==> src/sv/tcs_pkg.sv <==
// Package for the text column glyph segmenter.
// Holds the transaction payload types, register codes and row search functions.
// No dependencies.
package tcs_pkg;

  localparam int unsigned MaskW       = 32;  // rows carried by one pixel column
  localparam int unsigned RowW        = 5;
  localparam int unsigned CfgW        = 6;
  localparam int unsigned BoxLeftW    = 10;
  localparam int unsigned BoxWidthW   = 10;
  localparam int unsigned BoxHeightW  = 6;
  localparam int unsigned GapLimW     = 10;  // holds ten times the largest gap unit
  localparam int unsigned CfgIdxW     = 2;
  localparam logic [CfgW-1:0] MaxRows = CfgW'(MaskW);

  localparam logic [CfgW-1:0] LineHeightRst = 6'd16;
  localparam logic [CfgW-1:0] GapUnitRst    = 6'd4;
  localparam logic [CfgW-1:0] ImageRowsRst  = 6'd32;

  typedef enum logic [CfgIdxW-1:0] {
    CfgLineHeight = 2'd0,
    CfgGapUnit    = 2'd1,
    CfgImageRows  = 2'd2
  } cfg_reg_e;

  typedef struct packed {
    logic [MaskW-1:0] dark_mask;
    logic             last_column;
  } column_t;

  typedef struct packed {
    logic [BoxLeftW-1:0]   box_left;
    logic [RowW-1:0]       box_top;
    logic [BoxWidthW-1:0]  box_width;
    logic [BoxHeightW-1:0] box_height;
  } box_t;

  typedef struct packed {
    logic [CfgIdxW-1:0] reg_index;
    logic [CfgW-1:0]    wr_data;
  } cfg_wr_t;

  // Per-frame glyph tracking flags and rows.
  typedef struct packed {
    logic            open;
    logic [RowW-1:0] top;
    logic [RowW-1:0] bottom;
    logic            seen_box;
    logic            stopped;
  } glyph_t;

  // Index of the lowest set bit; zero when none is set.
  function automatic logic [RowW-1:0] lowest_set(input logic [MaskW-1:0] m);
    logic [RowW-1:0] idx;
    idx = '0;
    for (int i = MaskW - 1; i >= 0; i--) begin
      if (m[i]) idx = RowW'(i);
    end
    return idx;
  endfunction

  // Index of the highest set bit; zero when none is set.
  function automatic logic [RowW-1:0] highest_set(input logic [MaskW-1:0] m);
    logic [RowW-1:0] idx;
    idx = '0;
    for (int i = 0; i < MaskW; i++) begin
      if (m[i]) idx = RowW'(i);
    end
    return idx;
  endfunction

endpackage

==> src/sv/tcs_stream_if.sv <==
// Valid/ready channel carrying one payload per transaction.
// The payload type is set per instance; no package dependency.
interface tcs_stream_if #(
  parameter type payload_t = logic
) ();
  logic     valid;
  logic     ready;
  payload_t data;

  modport source (output valid, output data, input ready);
  modport sink   (input valid, input data, output ready);
endinterface

==> src/sv/tcs_column_logic.sv <==
// Combinational update of the glyph tracker for one pixel column.
// Depends on tcs_pkg.
module tcs_column_logic #(
  parameter int unsigned MAX_COLUMNS = 1024,
  parameter int unsigned ColW        = $clog2(MAX_COLUMNS + 1)
) (
  input  logic [tcs_pkg::CfgW-1:0]  line_height_i,
  input  logic [tcs_pkg::CfgW-1:0]  gap_unit_i,
  input  logic [tcs_pkg::CfgW-1:0]  image_rows_i,
  input  tcs_pkg::column_t          column_i,
  input  logic [ColW-1:0]           col_idx_i,
  input  logic [ColW-1:0]           left_i,
  input  logic [ColW-1:0]           last_box_i,
  input  tcs_pkg::glyph_t           glyph_i,
  output logic [ColW-1:0]           col_idx_o,
  output logic [ColW-1:0]           left_o,
  output logic [ColW-1:0]           last_box_o,
  output tcs_pkg::glyph_t           glyph_o,
  output logic                      emit_o,
  output tcs_pkg::box_t             box_o
);
  import tcs_pkg::*;

  localparam int unsigned CmpW = (ColW > GapLimW) ? ColW : GapLimW;
  localparam logic [ColW-1:0] ColLimit = ColW'(MAX_COLUMNS);

  logic               skip;
  logic               stop_now;
  logic               active;
  logic [ColW-1:0]    since_box;
  logic [GapLimW-1:0] gap_limit;
  logic [CfgW-1:0]    rows;
  logic [MaskW-1:0]   row_mask;
  logic [MaskW-1:0]   dark;
  logic               any_dark;
  logic [RowW-1:0]    first_row;
  logic [RowW-1:0]    new_top;
  logic [RowW-1:0]    base_bottom;
  logic [RowW+1:0]    reach;
  logic [MaskW-1:0]   reach_mask;
  logic [MaskW-1:0]   reach_dark;
  logic [RowW-1:0]    far_row;
  logic [RowW-1:0]    new_bottom;

  always_comb begin
    skip      = glyph_i.stopped || (col_idx_i >= ColLimit);
    since_box = col_idx_i - last_box_i;
    gap_limit = (GapLimW'(gap_unit_i) << 3) + (GapLimW'(gap_unit_i) << 1);
    stop_now  = !skip && glyph_i.seen_box && (CmpW'(since_box) > CmpW'(gap_limit));
    active    = !skip && !stop_now;

    rows     = (image_rows_i > MaxRows) ? MaxRows : image_rows_i;
    row_mask = {MaskW{1'b1}} >> (MaxRows - rows);
    dark     = column_i.dark_mask & row_mask;
    any_dark = |dark;

    // Rows above the old top only lower the top; the bottom grows from rows
    // below the old bottom that lie within line_height of the new top.
    first_row   = lowest_set(dark);
    new_top     = (glyph_i.open && (glyph_i.top < first_row)) ? glyph_i.top : first_row;
    base_bottom = glyph_i.open ? glyph_i.bottom : first_row;
    reach       = (RowW + 2)'(new_top) + (RowW + 2)'(line_height_i);
    reach_mask  = (reach >= (RowW + 2)'(MaskW)) ? {MaskW{1'b1}}
                                                 : ((MaskW'(1) << reach[RowW-1:0]) - 1'b1);
    reach_dark  = dark & reach_mask;
    far_row     = highest_set(reach_dark);
    new_bottom  = ((|reach_dark) && (far_row > base_bottom)) ? far_row : base_bottom;

    emit_o = active && !any_dark && glyph_i.open;

    box_o.box_left   = BoxLeftW'(left_i);
    box_o.box_top    = glyph_i.top;
    box_o.box_width  = BoxWidthW'(col_idx_i - left_i);
    box_o.box_height = BoxHeightW'(BoxHeightW'(glyph_i.bottom) - BoxHeightW'(glyph_i.top)
                                   + BoxHeightW'(1));

    col_idx_o  = col_idx_i;
    left_o     = left_i;
    last_box_o = last_box_i;
    glyph_o    = glyph_i;

    if (stop_now) glyph_o.stopped = 1'b1;

    if (active && any_dark) begin
      glyph_o.open   = 1'b1;
      glyph_o.top    = new_top;
      glyph_o.bottom = new_bottom;
      if (!glyph_i.open) left_o = col_idx_i;
    end else if (emit_o) begin
      glyph_o.open     = 1'b0;
      glyph_o.top      = '0;
      glyph_o.bottom   = '0;
      glyph_o.seen_box = 1'b1;
      left_o           = '0;
      last_box_o       = col_idx_i;
    end

    if (col_idx_i < ColLimit) col_idx_o = col_idx_i + 1'b1;

    if (column_i.last_column) begin
      col_idx_o  = '0;
      left_o     = '0;
      last_box_o = '0;
      glyph_o    = '0;
    end
  end

endmodule

==> src/sv/text_column_char_segmenter.sv <==
// Top level of the text column glyph segmenter: channel registers, settings, tracker state.
// Depends on tcs_pkg, tcs_stream_if and tcs_column_logic.
//
//   channel  dir  payload                                        transaction
//   cfg_i    in   reg_index, wr_data                             settings write
//   col_i    in   dark_mask, last_column                         one pixel column
//   box_o    out  box_left, box_top, box_width, box_height       one closed glyph box
//
// One column per cycle while the result register is free or draining: a column is held in the
// input register and resolved by the tracker as it moves on, so a box enters the result register
// as its closing column moves on. cfg_i is always ready and takes effect next cycle.
// A box waiting in the output register stalls the input register, and col_i.ready
// then drops; nothing is lost or repeated. Reset clears the tracker, the
// channel valids and returns the settings to their defaults.
module text_column_char_segmenter #(
  parameter int unsigned MAX_COLUMNS = 1024
) (
  input  logic             clk_i,
  input  logic             rst_ni,
  tcs_stream_if.sink       cfg_i,
  tcs_stream_if.sink       col_i,
  tcs_stream_if.source     box_o
);
  import tcs_pkg::*;

  localparam int unsigned ColW = $clog2(MAX_COLUMNS + 1);

  // settings
  logic [CfgW-1:0] line_height_q;
  logic [CfgW-1:0] gap_unit_q;
  logic [CfgW-1:0] image_rows_q;

  // input register
  logic    in_valid_q;
  column_t in_col_q;
  logic    advance;

  // tracker state
  logic [ColW-1:0] col_idx_q, col_idx_d;
  logic [ColW-1:0] left_q, left_d;
  logic [ColW-1:0] last_box_q, last_box_d;
  glyph_t          glyph_q, glyph_d;

  // result register
  logic emit;
  box_t box_d;
  logic out_valid_q;
  box_t out_box_q;

  // Move the held column on when the result register is free or being drained.
  assign advance     = in_valid_q && (!out_valid_q || box_o.ready);
  assign col_i.ready = !in_valid_q || advance;
  assign cfg_i.ready = 1'b1;

  always_ff @(posedge clk_i or negedge rst_ni) begin
    if (!rst_ni) begin
      line_height_q <= LineHeightRst;
      gap_unit_q    <= GapUnitRst;
      image_rows_q  <= ImageRowsRst;
    end else if (cfg_i.valid) begin
      unique case (cfg_i.data.reg_index)
        CfgLineHeight: line_height_q <= cfg_i.data.wr_data;
        CfgGapUnit:    gap_unit_q    <= cfg_i.data.wr_data;
        CfgImageRows:  image_rows_q  <= cfg_i.data.wr_data;
        default: ;     // drop writes to unknown registers
      endcase
    end
  end

  always_ff @(posedge clk_i or negedge rst_ni) begin
    if (!rst_ni) begin
      in_valid_q <= 1'b0;
    end else if (col_i.ready) begin
      in_valid_q <= col_i.valid;
    end
  end

  always_ff @(posedge clk_i) begin
    if (col_i.valid && col_i.ready) begin
      in_col_q <= col_i.data;
    end
  end

  tcs_column_logic #(
    .MAX_COLUMNS (MAX_COLUMNS),
    .ColW        (ColW)
  ) u_column_logic (
    .line_height_i (line_height_q),
    .gap_unit_i    (gap_unit_q),
    .image_rows_i  (image_rows_q),
    .column_i      (in_col_q),
    .col_idx_i     (col_idx_q),
    .left_i        (left_q),
    .last_box_i    (last_box_q),
    .glyph_i       (glyph_q),
    .col_idx_o     (col_idx_d),
    .left_o        (left_d),
    .last_box_o    (last_box_d),
    .glyph_o       (glyph_d),
    .emit_o        (emit),
    .box_o         (box_d)
  );

  // Commit the tracker only when the column actually moves on.
  always_ff @(posedge clk_i or negedge rst_ni) begin
    if (!rst_ni) begin
      col_idx_q  <= '0;
      left_q     <= '0;
      last_box_q <= '0;
      glyph_q    <= '0;
    end else if (advance) begin
      col_idx_q  <= col_idx_d;
      left_q     <= left_d;
      last_box_q <= last_box_d;
      glyph_q    <= glyph_d;
    end
  end

  always_ff @(posedge clk_i or negedge rst_ni) begin
    if (!rst_ni) begin
      out_valid_q <= 1'b0;
    end else if (advance) begin
      out_valid_q <= emit;
    end else if (box_o.ready) begin
      out_valid_q <= 1'b0;
    end
  end

  always_ff @(posedge clk_i) begin
    if (advance && emit) begin
      out_box_q <= box_d;
    end
  end

  assign box_o.valid = out_valid_q;
  assign box_o.data  = out_box_q;

  // A finished frame leaves the tracker at its reset point.
  assert property (@(posedge clk_i) disable iff (!rst_ni)
    (advance && in_col_q.last_column) |=> (col_idx_q == '0 && !glyph_q.open && !glyph_q.seen_box))
    else $error("tracker not cleared after last column");

  // The scan only stops after at least one box.
  assert property (@(posedge clk_i) disable iff (!rst_ni)
    glyph_q.stopped |-> glyph_q.seen_box)
    else $error("scan stopped without a box");

  // An open glyph never has its bottom above its top.
  assert property (@(posedge clk_i) disable iff (!rst_ni)
    glyph_q.open |-> (glyph_q.bottom >= glyph_q.top))
    else $error("glyph bottom above top");

  // A box is only produced for an open glyph, and has a non-zero height.
  assert property (@(posedge clk_i) disable iff (!rst_ni)
    (advance && emit) |=> (box_o.valid && box_o.data.box_height != '0))
    else $error("emitted box lost or has zero height");

  // The column counter saturates at the column limit.
  assert property (@(posedge clk_i) disable iff (!rst_ni)
    col_idx_q <= ColW'(MAX_COLUMNS))
    else $error("column counter out of range");

endmodule

==> src/flat_wrapper.sv <==
// flat-port wrapper written by rule: the top's interface ports become plain ports
module text_column_char_segmenter_flat import tcs_pkg::*;
#(
  parameter int unsigned MAX_COLUMNS = 1024
)
  (clk_i, rst_ni, cfg_i_valid, cfg_i_data, cfg_i_ready, col_i_valid, col_i_data, col_i_ready, box_o_valid, box_o_data, box_o_ready);
  tcs_stream_if #(.payload_t(cfg_wr_t)) cfg_i_i ();
  tcs_stream_if #(.payload_t(column_t)) col_i_i ();
  tcs_stream_if #(.payload_t(box_t)) box_o_i ();
  input  logic clk_i;
  input  logic rst_ni;
  input wire logic [$bits(cfg_i_i.valid)-1:0] cfg_i_valid;
  input wire logic [$bits(cfg_i_i.data)-1:0] cfg_i_data;
  output wire logic [$bits(cfg_i_i.ready)-1:0] cfg_i_ready;
  input wire logic [$bits(col_i_i.valid)-1:0] col_i_valid;
  input wire logic [$bits(col_i_i.data)-1:0] col_i_data;
  output wire logic [$bits(col_i_i.ready)-1:0] col_i_ready;
  output wire logic [$bits(box_o_i.valid)-1:0] box_o_valid;
  output wire logic [$bits(box_o_i.data)-1:0] box_o_data;
  input wire logic [$bits(box_o_i.ready)-1:0] box_o_ready;
  assign cfg_i_i.valid = cfg_i_valid;
  assign cfg_i_i.data = cfg_i_data;
  assign cfg_i_ready = cfg_i_i.ready;
  assign col_i_i.valid = col_i_valid;
  assign col_i_i.data = col_i_data;
  assign col_i_ready = col_i_i.ready;
  assign box_o_valid = box_o_i.valid;
  assign box_o_data = box_o_i.data;
  assign box_o_i.ready = box_o_ready;
  text_column_char_segmenter #(.MAX_COLUMNS(MAX_COLUMNS)) u_core (.clk_i(clk_i), .rst_ni(rst_ni), .cfg_i(cfg_i_i), .col_i(col_i_i), .box_o(box_o_i));
endmodule
==> config.mk <==
export PLATFORM = sky130hd
export DESIGN_NAME = text_column_char_segmenter_flat
export DESIGN_NICKNAME = d
export VERILOG_FILES = /design/src/sv/tcs_pkg.sv /design/src/sv/tcs_stream_if.sv /design/src/sv/tcs_column_logic.sv /design/src/sv/text_column_char_segmenter.sv /design/src/flat_wrapper.sv
export SDC_FILE = /design/constraint.sdc
export NUM_CORES = 1
export LEC_CHECK = 0
export ABC_AREA = 1
export ABC_CLOCK_PERIOD_IN_PS = 12800
export BUFFER_PORTS_ARGS = -buffer_cell sky130_fd_sc_hd__buf_2
export CAP_MARGIN = 40
export CORE_MARGIN = 2
export CORE_UTILIZATION = 54
export DETAILED_ROUTE_END_ITERATION = 10
export PLACE_DENSITY_LB_ADDON = 0.12
export SLEW_MARGIN = 25
export SYNTH_ARGS = -nofsm -noshare
export SYNTH_HDL_FRONTEND = slang
export SYNTH_SLANG_ARGS = --single-unit
export TNS_END_PERCENT = 10
==> constraint.sdc <==
create_clock -name clk_i -period 12.8 [get_ports clk_i]
set_input_delay 1.28 -clock clk_i [delete_from_list [all_inputs] [get_ports clk_i]]
set_output_delay 1.28 -clock clk_i [all_outputs]
set_load 0.01 [all_outputs]
**Word level (Yosys, flattened, before mapping)**

Index checks and enable logic that the tools add are counted.

- Flip-flop bits (word level): 129
- Bits in read-only memories: 0
- Memories: 0
- Bits in latches: 0
- Output and inout bits: 34
- Bits of input ports: 46
- Logic and storage cells: 162
- Memory bits (writable): 0

- Muxes and demuxes: 84
- Bitwise logic cells: 2
- Order comparisons: 7
- Add/sub/neg operators: 9
- Equality and inequality tests: 4
- Divide/modulo/power cells: 0
- Multiply operators: 0
- Shift-type cells: 2
- Reductions and logical operators: 35

Operators by type and width:

| operator | count |
|---|---|
| 5-bit 2-to-1 mux | 65 |
| 11-bit 2-to-1 mux | 6 |
| 32-bit AND | 2 |
| 32-bit OR reduction | 2 |
| 10-bit 2-to-1 mux | 4 |
| 32-bit 2-to-1 mux | 1 |
| 1-bit by 5-bit << shifter with 32-bit output, first input constant | 1 |
| 32-bit by 6-bit right shift with 32-bit output, first input constant | 1 |
| 32-bit by 1-bit subtractor with 32-bit output, second input constant | 1 |
| 13-bit 2-to-1 mux | 1 |
| 12-bit 2-to-1 mux | 1 |
| 2-bit AND reduction | 6 |
| 11-bit by 1-bit adder with 11-bit output, second input constant | 1 |
| 11-bit greater-or-equal comparator, second input constant | 1 |
| 11-bit by 10-bit greater-than comparator with 1-bit output | 1 |
| 1-bit logical AND | 11 |
| 11-bit < comparator, second input constant | 1 |
| 11-bit subtractor | 1 |
| 9-bit by 7-bit adder with 10-bit output | 1 |
| 10-bit subtractor | 1 |
| 2-bit nonzero test | 4 |
| 5-bit by 6-bit adder with 7-bit output | 1 |
| 7-bit by 6-bit greater-or-equal comparator with 1-bit output, second input constant | 1 |
| 6-bit by 1-bit adder with 6-bit output, second input constant | 1 |
| other kinds (16) | 27 |

**Logic depth before layout (Yosys ltp)**

- Depth after elaboration: 81
- Gate-level depth with buffers: 99
- Gate-level depth less buffers: 98

**By module**

A second synthesis with hierarchy kept.

- Cells, all modules: 1373
- Area total of the unflattened synthesis: 9840.7 sq um

Modules (own cells, without submodules):

| module | sequential area each (sq um) | instances | cells an instance | area an instance (sq um) |
|---|---|---|---|---|
| tcs_column_logic | 0.0 | 1 | 1013 | 5220.0 |
| text_column_char_segmenter | 3577.2 | 1 | 360 | 4620.7 |

**Worst setup path after synthesis**

Ideal clock, no wire load.

- Kind: register to register
- From: register u_core.image_rows_q[0]
- To: register u_core.glyph_q[3] (netlist bit)
- Period minus slack after synthesis: 9.018 ns
- Required time: 12.673 ns
- Setup slack: 3.782 ns
- Stages on the path, launching flop included: 65
- Setup time: 0.127 ns
- Arrival: 8.892 ns
- Buffers on the path: 3
- Cells stage by stage: dfrtp_1 nor2_1 nand3_1 nand2_1 nand2_1 ha_1 nand4_1 nand2_1 nor2_2 buf_2 nand3_1 nand2_1 a21oi_1 o21ai_0 a21oi_1 nor2_1 nor2_1 nor2_1 [29 not listed] nor2_4 inv_2 nor2_4 nand3_2 xnor2_1 o21ai_0 nand2_1 nor2_2 nand2_1 a31o_1 ha_1 nand2_1 o21ai_0 a31oi_1 a31oi_1 nand2_4 o211ai_1 o21ai_1

- Cells in the longest elaborated chain, start to end: 81
- Elaborated cells between the ends (all ways): 91
- Those cells by class: add/sub (3); order compare (4); shift (2); mux (70); bitwise (2); reduce/logical (10)

Ends and longest elaborated chain:

| what | line | text |
|---|---|---|
| start, declared | text_column_char_segmenter.sv:31 | `logic [CfgW-1:0] image_rows_q;` |
| start signal, assigned | text_column_char_segmenter.sv:59 | `image_rows_q <= ImageRowsRst;` |
| start signal, assigned | text_column_char_segmenter.sv:64 | `CfgImageRows: image_rows_q <= cfg_i.data.wr_data;` |
| 6-bit greater-than comparator | tcs_column_logic.sv:52 | `rows = (image_rows_i > MaxRows) ? MaxRows : image_rows_i;` |
| 6-bit 2-to-1 mux * | tcs_column_logic.sv:52 |  |
| 6-bit subtractor * | tcs_column_logic.sv:53 | `row_mask = {MaskW{1'b1}} >> (MaxRows - rows);` |
| 32-bit by 6-bit right shift with 32-bit output * | tcs_column_logic.sv:53 |  |
| 32-bit AND * | tcs_column_logic.sv:54 | `dark = column_i.dark_mask & row_mask;` |
| 5-bit 2-to-1 mux (32 in series) | tcs_pkg.sv:57 | `if (m[i]) idx = RowW'(i);` |
| 5-bit < comparator | tcs_column_logic.sv:60 | `new_top = (glyph_i.open && (glyph_i.top < first_row)) ? glyph_i.top : first_row;` |
| 1-bit logical AND | tcs_column_logic.sv:60 |  |
| [5 not listed] | n/a |  |
| 32-bit AND | tcs_column_logic.sv:65 | `reach_dark = dark & reach_mask;` |
| 1-bit 2-to-1 mux | tcs_pkg.sv:67 | `if (m[i]) idx = RowW'(i);` |
| 5-bit 2-to-1 mux (30 in series) | tcs_pkg.sv:67 |  |
| 5-bit greater-than comparator | tcs_column_logic.sv:67 | `new_bottom = ((\|reach_dark) && (far_row > base_bottom)) ? far_row : base_bottom;` |
| 1-bit logical AND | tcs_column_logic.sv:67 |  |
| 5-bit 2-to-1 mux | tcs_column_logic.sv:67 |  |
| 11-bit 2-to-1 mux | tcs_column_logic.sv:84 | `if (active && any_dark) begin` |
| 13-bit 2-to-1 mux | tcs_column_logic.sv:100 | `if (column_i.last_column) begin` |
| end signal, assigned | text_column_char_segmenter.sv:115 | `glyph_q <= glyph_d;` |
| end, declared | text_column_char_segmenter.sv:42 | `glyph_t glyph_q, glyph_d;` |

Every way passes the cells marked *; elsewhere a longest branch is shown, timed or not.
A chain may end at the register's enable or synchronous reset.

**Worst setup path after layout**

Ends and elaborated chain as after synthesis.

==> flow_metrics.env <==
export IMPL_status="completed"
export IMPL_gp_congestion=0.997
export IMPL_drt_iter0_drc=703
export IMPL_grt_pass1_vias=7389
export IMPL_critPathBufInv=7
export IMPL_cts_buffers_inserted=17
export IMPL_path_max_fanout=21
export IMPL_setup_violations=0
export IMPL_reg2reg_depth=65
export IMPL_hpwl_um=16600
export IMPL_arrival_ns=10.85
export IMPL_htree_num_levels=4
export IMPL_final_area_sq_mm=0.0100
export IMPL_p_leak_nw=5.12
export IMPL_synth_main_ff_cell="edfxtp_1"
export IMPL_syn_nets=1276
export IMPL_antenna_found_initial=1
export IMPL_area_delta_synth_final_pct=13.1
export IMPL_synth_seq_area_share_pct=40.1
export IMPL_synth_mux_area_share_pct=0
export IMPL_overflow=0
export IMPL_criticalPathCategory="reg2reg"
export IMPL_yosys_area_share_simple_pct=26.6
export IMPL_crit_required_ns=13.10
export IMPL_yosys_warnings=0
export IMPL_grt_max_degree=52
export IMPL_fin_crit_ns=10.55
export IMPL_ir_worst_vdd_uv=136
export IMPL_critPathTopFamily="simple AND/OR/NAND/NOR gates"
export IMPL_avgSynthCellArea_sq_um=7.61
export IMPL_post_drt_wl_per_cell_um=14.5
export IMPL_n_antenna_cell=0
export IMPL_die_h_um=132
export IMPL_drt_wl_total_um=21400
export IMPL_num_rows=46
export IMPL_cp_depth=65
export IMPL_slowest_delay_ns=0.48
export IMPL_crit_top_cell="nand2_1"
export IMPL_min_path_type="reg2reg"
export IMPL_antenna_left=0
export IMPL_drive_gt1_share_pct=12.2
export IMPL_num_vias=7917
export IMPL_synth_edff_count=64
export IMPL_drc=0
export IMPL_dr_pass1_iters=5
export IMPL_ios=80
export IMPL_fin_crit_sh_pct=82.4
export IMPL_start_kind="flip-flop"
export IMPL_start_util_pct=55.6
export IMPL_syn_instance_count=1165
export IMPL_cts_sinks=129
export IMPL_grt_use_total_pct=25.1
export IMPL_fmax_mhz=94.8
export IMPL_clockBufferDepth=2
export IMPL_die_w_um=132
export IMPL_slew_viol_final=0
export IMPL_async_reset_ff_share_pct=50.4
export IMPL_synth_seq_cells=129
export IMPL_clkTransAtPathRegs_ns=0.06
export IMPL_port_buffers=78
export IMPL_max_slew_worst_pin_slew_ns=0.770
export IMPL_via_per_inst=5.37
export IMPL_post_synth_num_cell_types=55
export IMPL_cp_end_kind="flip-flop"
export IMPL_cts_tree="done"
export IMPL_cts_setup_buffers=0
export IMPL_synth_compound_area_share_pct=11.6
export IMPL_worstSkewPairLatency_ns=0.42
export IMPL_drv_cap=0
export IMPL_relSlewSlack_pct=48.5
export IMPL_cts_resized=0
export IMPL_cts_hold_buf=0
export IMPL_synth_adder_area_share_pct=9.60
export IMPL_place_area_sq_mm=0.00947
export IMPL_grt_pass1_wl_um=35500
export IMPL_cpMaxStageDelayCell="fa_1"
export IMPL_synth_xor_area_share_pct=2.75
export IMPL_setup_tns_ns=0
export IMPL_coreArea_sq_mm=0.0159
export IMPL_skew_ns=0.0110
export IMPL_cts_root_buf="clkbuf_16"
export IMPL_hold_depth=0
export IMPL_synth_area_sq_mm=0.00886
export IMPL_pwr_density_cell_mw_per_mm2=249
export IMPL_synth_top_family_by_area="simple AND/OR/NAND/NOR gates"
export IMPL_hold_viol_final=0
export IMPL_nets=1357
export IMPL_die_area_sq_mm=0.0175
export IMPL_rsz0062_at_grt="no"
==> flip-flops by register name, summed over array words and instances (netlist names) <==
signal                cells
u_core.box_o.data        31
u_core.box_o.valid        1
u_core.col_idx_q         11
u_core.gap_unit_q         6
u_core.glyph_q           13
u_core.image_rows_q       6
u_core.in_col_q          33
u_core.in_valid_q         1
u_core.last_box_q        11
u_core.left_q            10
u_core.line_height_q      6
==> cells in the mapped netlist, types with 4 or more instances <==
| cell | number | share of area (%) |
|---|---|---|
| o22ai_1 | 9 | 0.64 |
| nor2_4 | 4 | 0.51 |
| nand3b_1 | 5 | 0.42 |
| inv_1 | 183 | 7.7 |
| o21ai_0 | 67 | 3.8 |
| nand2_1 | 278 | 12 |
| nand4_1 | 12 | 0.85 |
| fa_1 | 5 | 1.1 |
| clkbuf_1 | 12 | 0.51 |
| and2_1 | 5 | 0.35 |
| inv_2 | 7 | 0.30 |
| xor2_1 | 16 | 1.6 |
| edfxtp_1 | 64 | 22 |
| nor4_1 | 6 | 0.42 |
| nor3_1 | 20 | 1.1 |
| xnor2_1 | 10 | 0.99 |
| dfrtp_1 | 62 | 18 |
| nor2_2 | 9 | 0.64 |
| o21ai_1 | 7 | 0.40 |
| nand3_1 | 73 | 4.1 |
| a31oi_1 | 5 | 0.35 |
| nand2_2 | 5 | 0.35 |
| buf_2 | 5 | 0.28 |
| o211ai_1 | 5 | 0.42 |
| o21bai_1 | 7 | 0.59 |
| ha_1 | 60 | 8.5 |
| nor2_1 | 124 | 5.3 |
| a21oi_1 | 61 | 3.4 |
==> report_power, final <==
| group | total [mW] | internal [mW] | leakage, nW | switching, mW |
|---|---|---|---|---|
| Clock | 0.457 | 0.272 | 0.275 | 0.185 |
| Combinational | 1.53 | 0.526 | 3.38 | 1.00 |
| Sequential | 0.511 | 0.483 | 1.47 | 0.0281 |
==> metal layers <==
metal / global-route usage, % / wire length [um] / up-vias
li1: - / - / 3967
met5: 0 / 13 / -
met2: 37.7 / 9230 / 266
met3: 4.23 / 1450 / 36
met1: 37.1 / 10300 / 3646
met4: 8.09 / 357 / 2
==> cell type report <==
type	instances	area (sq um)
clock inverters	13	113
flip-flops and latches	129	3550
multi-input cells	823	4480
well taps	216	270
repair buffers	83	448
clock buffers	19	443
inverters	192	721
fillers	1456	5910
==> logic make-up after synthesis <==
kind of cell	Yosys count
adder cells (fa/ha/maj)	65
flip-flops	129
XOR/XNOR	27
AND/OR/NAND/NOR	549
other	1
buffers and inverters	213
AO/OA/AOI/OAI	181
==> worst paths after layout <==
| path | startpoint | slack (ns) | endpoint |
|---|---|---|---|
| max | u_core.image_rows_q[0] | 2.25 | u_core.glyph_q[3] |
| max reg2reg | u_core.image_rows_q[0] | 2.25 | u_core.glyph_q[3] |
| min | u_core.left_q[6] | 0.45 | u_core.box_o.data[27] |
| min in group asynchronous | rst_ni | 0.81 | u_core.glyph_q[7] |
| max in group asynchronous | rst_ni | 11.41 | u_core.gap_unit_q[2] |
| min reg2reg | u_core.left_q[6] | 0.45 | u_core.box_o.data[27] |
==> stage by stage <==
step                      power, mW  utilization (%)  setup WS [ns]  hold WS, ns  instances
after floorplan                1.74                -           3.78        0.425       1165
after global placement         2.00             59.2           2.72        0.429       1442
after detailed placement       2.02             59.4           2.41        0.435       1443
after CTS                      2.49             62.9           2.36        0.448       1475
after global routing           2.75             62.9           1.10        0.453       1475
final                          2.50             62.9           2.25        0.446       1475
==> placed cells by master (no fill, tap or decap), drive strengths merged, types with 2 or more instances in the layout <==
master  synthesis  final
a211oi          2      2
a21o            3      3
a21oi          62     62
a31o            3      3
a31oi           5      5
a32o            2      2
and2            5      5
buf             9     83
clkbuf         12     19
clkinv          2     10
dfrtp          62     62
dfstp           3      3
edfxtp         64     64
fa              5      5
ha             60     60
inv           190    193
nand2         284    284
nand3          74     74
nand3b          5      5
nand4          12     12
nor2          137    137
nor3           21     21
nor3b           2      2
nor4            6      6
o211ai          6      6
o21ai          75     75
o21bai          7      7
o22ai           9      9
o31ai           2      2
xnor2          11     11
xor2           16     16
No activity file was read; power rests on OpenSTA's default activity.
